===== config.mk =====
export PLATFORM = sky130hd
export DESIGN_NAME = dcv_ram
export DESIGN_NICKNAME = d
export VERILOG_FILES = /design/src/rtl/dcv_ram.sv
export SDC_FILE = /design/constraint.sdc
export NUM_CORES = 1
export LEC_CHECK = 0
export ABC_CLOCK_PERIOD_IN_PS = 6300
export BUFFER_PORTS_ARGS = -buffer_cell sky130_fd_sc_hd__buf_2
export CAP_MARGIN = 20
export CORE_MARGIN = 2
export CORE_UTILIZATION = 55
export CTS_CLUSTER_DIAMETER = 200
export DETAILED_ROUTE_END_ITERATION = 12
export PLACE_DENSITY = 0.75
export SYNTH_ARGS = -nofsm -noshare
export SYNTH_HDL_FRONTEND = slang
export SYNTH_SLANG_ARGS = --single-unit

===== constraint.sdc =====
create_clock -name i_clk -period 6.3 [get_ports i_clk]
set_input_delay 0.63 -clock i_clk [delete_from_list [all_inputs] [get_ports i_clk]]
set_output_delay 0.63 -clock i_clk [all_outputs]
set_load 0.01 [all_outputs]

===== src/rtl/dcv_ram.sv =====
`timescale 1ns / 1ps
// dcv_ram: generic simple dual port ram, one write and one registered read port
// no dependencies

module dcv_ram #(
    parameter int WIDTH = 16,
    parameter int DEPTH = 64
) (
    input  logic                     i_clk,
    input  logic                     i_we,
    input  logic [$clog2(DEPTH)-1:0] i_waddr,
    input  logic [WIDTH-1:0]         i_wdata,
    input  logic                     i_re,
    input  logic [$clog2(DEPTH)-1:0] i_raddr,
    output logic [WIDTH-1:0]         o_rdata
);

    logic [WIDTH-1:0] r_mem [DEPTH];
    logic [WIDTH-1:0] r_rdata;

    always_ff @(posedge i_clk) begin
        if (i_we) begin
            r_mem[i_waddr] <= i_wdata;
        end
        if (i_re) begin
            r_rdata <= r_mem[i_raddr];
        end
    end

    assign o_rdata = r_rdata;

endmodule


# == After elaboration in Yosys (flattened, before gate mapping) ==
# Memories as Yosys holds them, arrays and structs flattened. A register that Yosys moved wholly into a read port is not among the register bits.
# Cells that the tools add are included.
# totals
output_inout_bits,16
word_cells,3
register_bits,0
ramBits,1024
memories,1
# memory_table
memory,depth,word_bits,rd,rd_ports_with_merged_regs,write_ports,line,rtl
r_mem,64,16,1,1,1,18,logic [WIDTH-1:0] r_mem [DEPTH];
# classes
muxes,2
# ops
operator,n
2-to-1 mux 1 bit,2

# == Longest topological paths before layout ==
# logic_depth
depth_word,2
depth_mapped,10

# == Worst setup path before layout ==
# No wires, ideal clock.
# synth_path
path_kind,input to register
start,in i_waddr[3]
end,mem r_mem[48][0] (enable)
slack_ns,3.635
cell_stages,4
arrival_ns,2.256
cell_sequence,clkbuf_1 -> nor2b_1 -> nand4b_1 -> nor3_1
# synth_rtl
element,line,rtl
from (decl),11,"input logic [$clog2(DEPTH)-1:0] i_waddr,"
to (decl),18,
# No word-level cell before the write port.

==> metrics.csv <==
metric,value,unit
initial core utilization,55.3,%
Sw Share,20.8,%
Detailed Routing Iterations Pass 1,6,
VDD IR max,0.000232,V
Gate Count Post-Synth,1829,
clock-pin slew on the worst setup and hold paths,60,ps
Detail Placement HPWL,53.6,mm
Core ar.,0.0727,mm^2
HP Class,in -> reg,
nature of the critical path startpoint,input port,
H-tree depth,3,
status,"complete, no violations",
switching power,2.98,mW
largest net degree at the start of global routing,79,
final WL,94.7,mm
Slew headroom,24.7,%
Tmin final,3130,ps
setup_tns,0,ps
area of the multi-input gates,0.00829,mm^2
CTS resizes,0,
RSZ-0062 raised after global routing,false,
"EDFF count, synth",1040,
GRT Overall Usage,25.4,%
drt initial violations,2883,
final weighted congestion in routability-driven placement,0.836,
WHS,376,ps
share of cells above drive strength 1,27.3,%
FILL cells,4744,
top_reg_cell synth,edfxtp_1,
"Hold-fix buffers, CTS",0,
initial antenna violation count,9,
Die W,274,um
# port buffers,46,
slowest CP cell,buf_4,
CTS Sinks,1040,
leakage power,14.2,nW
row cnt,99,
Routed wire per std cell,31.6,um
Yosys reg bits,1040,
crit end category,register,
Max-Cap Viols,0,
crit-path cells,clkbuf_8 -> buf_4 -> mux4_2 -> a22oi_1 -> nand3_1 -> and4_1,
post-route cell area,0.0450,mm^2
vias in the first global route,19500,
Netlist cell types,42,
GRT overflow,0,
worst-margin pin slew,1130,ps
Layout Nets,1991,
"antenna viol nets, final",0,
CTS tree,built,
Die Footprint,0.0753,mm^2
Mapped Nets,1860,
WP buf/inv,2,
Gate power share,4.8,%
Setup Skew,27.3,ps
CTS Buf Count,99,
mapped cell area,0.0402,mm^2
Root Driver,clkbuf_16,
IO Pins,47,
Mapped Avg Cell Area,22.0,um^2
CTS Buffer Depth,3,
clock latency at the later pin of the worst-skew pair,670,ps
detailed-route DRC error count,0,
FF/Latch Area,0.0312,mm^2
"delay-heaviest family, CP",buffers and inverters,
first-pass GRT wire length,136,mm
asr flop ratio synth,0,%
clock share of power,41.3,%
Die Ht,274,um
crit-path max cell delay,820,ps
"Req. time, crit path",6700,ps
final hold violation count,0,
Max Slew Vio Count,0,
Pwr Density,318,mW/mm^2
post-synthesis sequential area ratio,77.7,%
highest clock rate,319,MHz
Post-DP Area,0.0417,mm^2
Post-CTS Setup Inserts,0,
# setup viols final,0,
worst-path maximum fanout,67,
Reg power frac,53.9,%
Area Growth Syn to Fin,11.9,%
worst setup path class,in -> reg,
yosys warns,0,
Tcrit/Tclk final,49.7,%
total vias in the final route,19700,
Worst Path Arrival,3540,ps
internal power,11.3,mW
vias per inst,6.58,
per-layer routing:
| layer | global-route usage (%) | share of wire, % |
|---|---|---|
| met2 | 40.5 | 49 |
| met4 | 7.97 | 3.2 |
| met1 | 35.6 | 38 |
| met5 | 0 | 0.051 |
| met3 | 5.53 | 10 |
final cells by class:
type	instances	share of cell area, %
well taps	959	2.67
clock buffers	112	5.66
clock inverters	63	1.47
repair buffers	134	2.29
flip-flops and latches	1040	69.4
diodes	3	0.0167
multi-input cells	685	18.4
kinds of logic after synthesis:
logic type	share of synthesized area [%]
AND/OR/NAND/NOR	2.64
multiplexers	15.5
buffers and inverters	1.82
AO/OA/AOI/OAI	2.40
flip-flops	77.7
Yosys cell counts, types with 3 or more instances:
master / n / share of area, %
nor2b_1: 30 / 0.47
a221o_1: 6 / 0.15
buf_8: 3 / 0.11
buf_12: 5 / 0.25
nand4_1: 12 / 0.19
edfxtp_1: 1040 / 78
o21ai_1: 3 / 0.037
a221oi_1: 16 / 0.35
nor4_2: 3 / 0.093
a211oi_1: 8 / 0.15
nand3_1: 24 / 0.30
buf_2: 36 / 0.45
a41oi_1: 5 / 0.11
a211o_1: 8 / 0.17
mux2i_1: 85 / 2.1
clkbuf_1: 24 / 0.22
o21ai_0: 5 / 0.062
a22oi_1: 39 / 0.73
mux4_2: 220 / 12
buf_4: 13 / 0.24
a22o_1: 6 / 0.13
buf_1: 3 / 0.028
a311oi_1: 8 / 0.17
nand2_1: 59 / 0.55
mux2_2: 27 / 0.76
buf_6: 17 / 0.48
nor2_1: 72 / 0.67
a21oi_1: 17 / 0.21
mux4_1: 4 / 0.26
and4_1: 5 / 0.11
a31oi_1: 8 / 0.12
nand2b_1: 3 / 0.047
worst register-to-register path, stage by stage (launching register included):
cell and delay, ps:
edfxtp_1 390, mux4_2 480, mux2i_1 360, a22oi_1 200, a31oi_1 520, a311oi_1 120
cells in the final DEF, fill, tap and decap left out, drive strengths merged, types with 5 or more instances in the layout:
cell and n:
clkbuf 113, a311oi 8, bufinv 12, nand3 24, a211oi 8, mux2 27, o21ai 8, a22oi 39
a221o 6, edfxtp 1040, a211o 8, a31oi 8, mux2i 85, clkinv 43, nor2 74, mux4 224
and4 5, a221oi 16, clkinvlp 6, buf 133, nand2 60, nor2b 30, a22o 6, nand4 12
a21oi 17, a41oi 5
metrics by stage:
| step | worst slack (ps) | std cells | utilization (%) | power (mW) |
|---|---|---|---|---|
| 2_1_floorplan | 3640 | 1829 | - | 8.23 |
| 3_3_place_gp | 2550 | 2812 | 57.3 | 8.51 |
| 3_5_place_dp | 2570 | 2816 | 57.4 | 8.53 |
| 4_1_cts | 3230 | 2991 | 61.8 | 14.3 |
| 5_1_grt | 3080 | 2995 | 61.8 | 14.6 |
| 6_report | 3170 | 2996 | 61.8 | 14.3 |
sequential cells by signal (all words and copies together) (netlist names):
register	flops
o_rdata	16
r_mem	1024
final timing paths:
path | slack [ps] | startpoint | endpoint | cells past startpoint
max reg2reg | 3940 | r_mem[18][4] | o_rdata[4] | 5
max | 3170 | i_raddr[2] | o_rdata[5] | 6
min reg2reg | 980 | r_mem[40][13] | o_rdata[13] | 4
min | 380 | i_wdata[15] | r_mem[46][15] | 1
power by group through the flow:
stage	Clock [mW]	Combinational, mW	Sequential, mW
after global routing	6.20	0.723	7.70
after CTS	5.96	0.687	7.70
after floorplan	0	0.397	7.84
after global placement	0	0.664	7.84
after detailed placement	0	0.683	7.85
final	5.90	0.689	7.70
No activity file was read; power rests on OpenSTA's default activity.
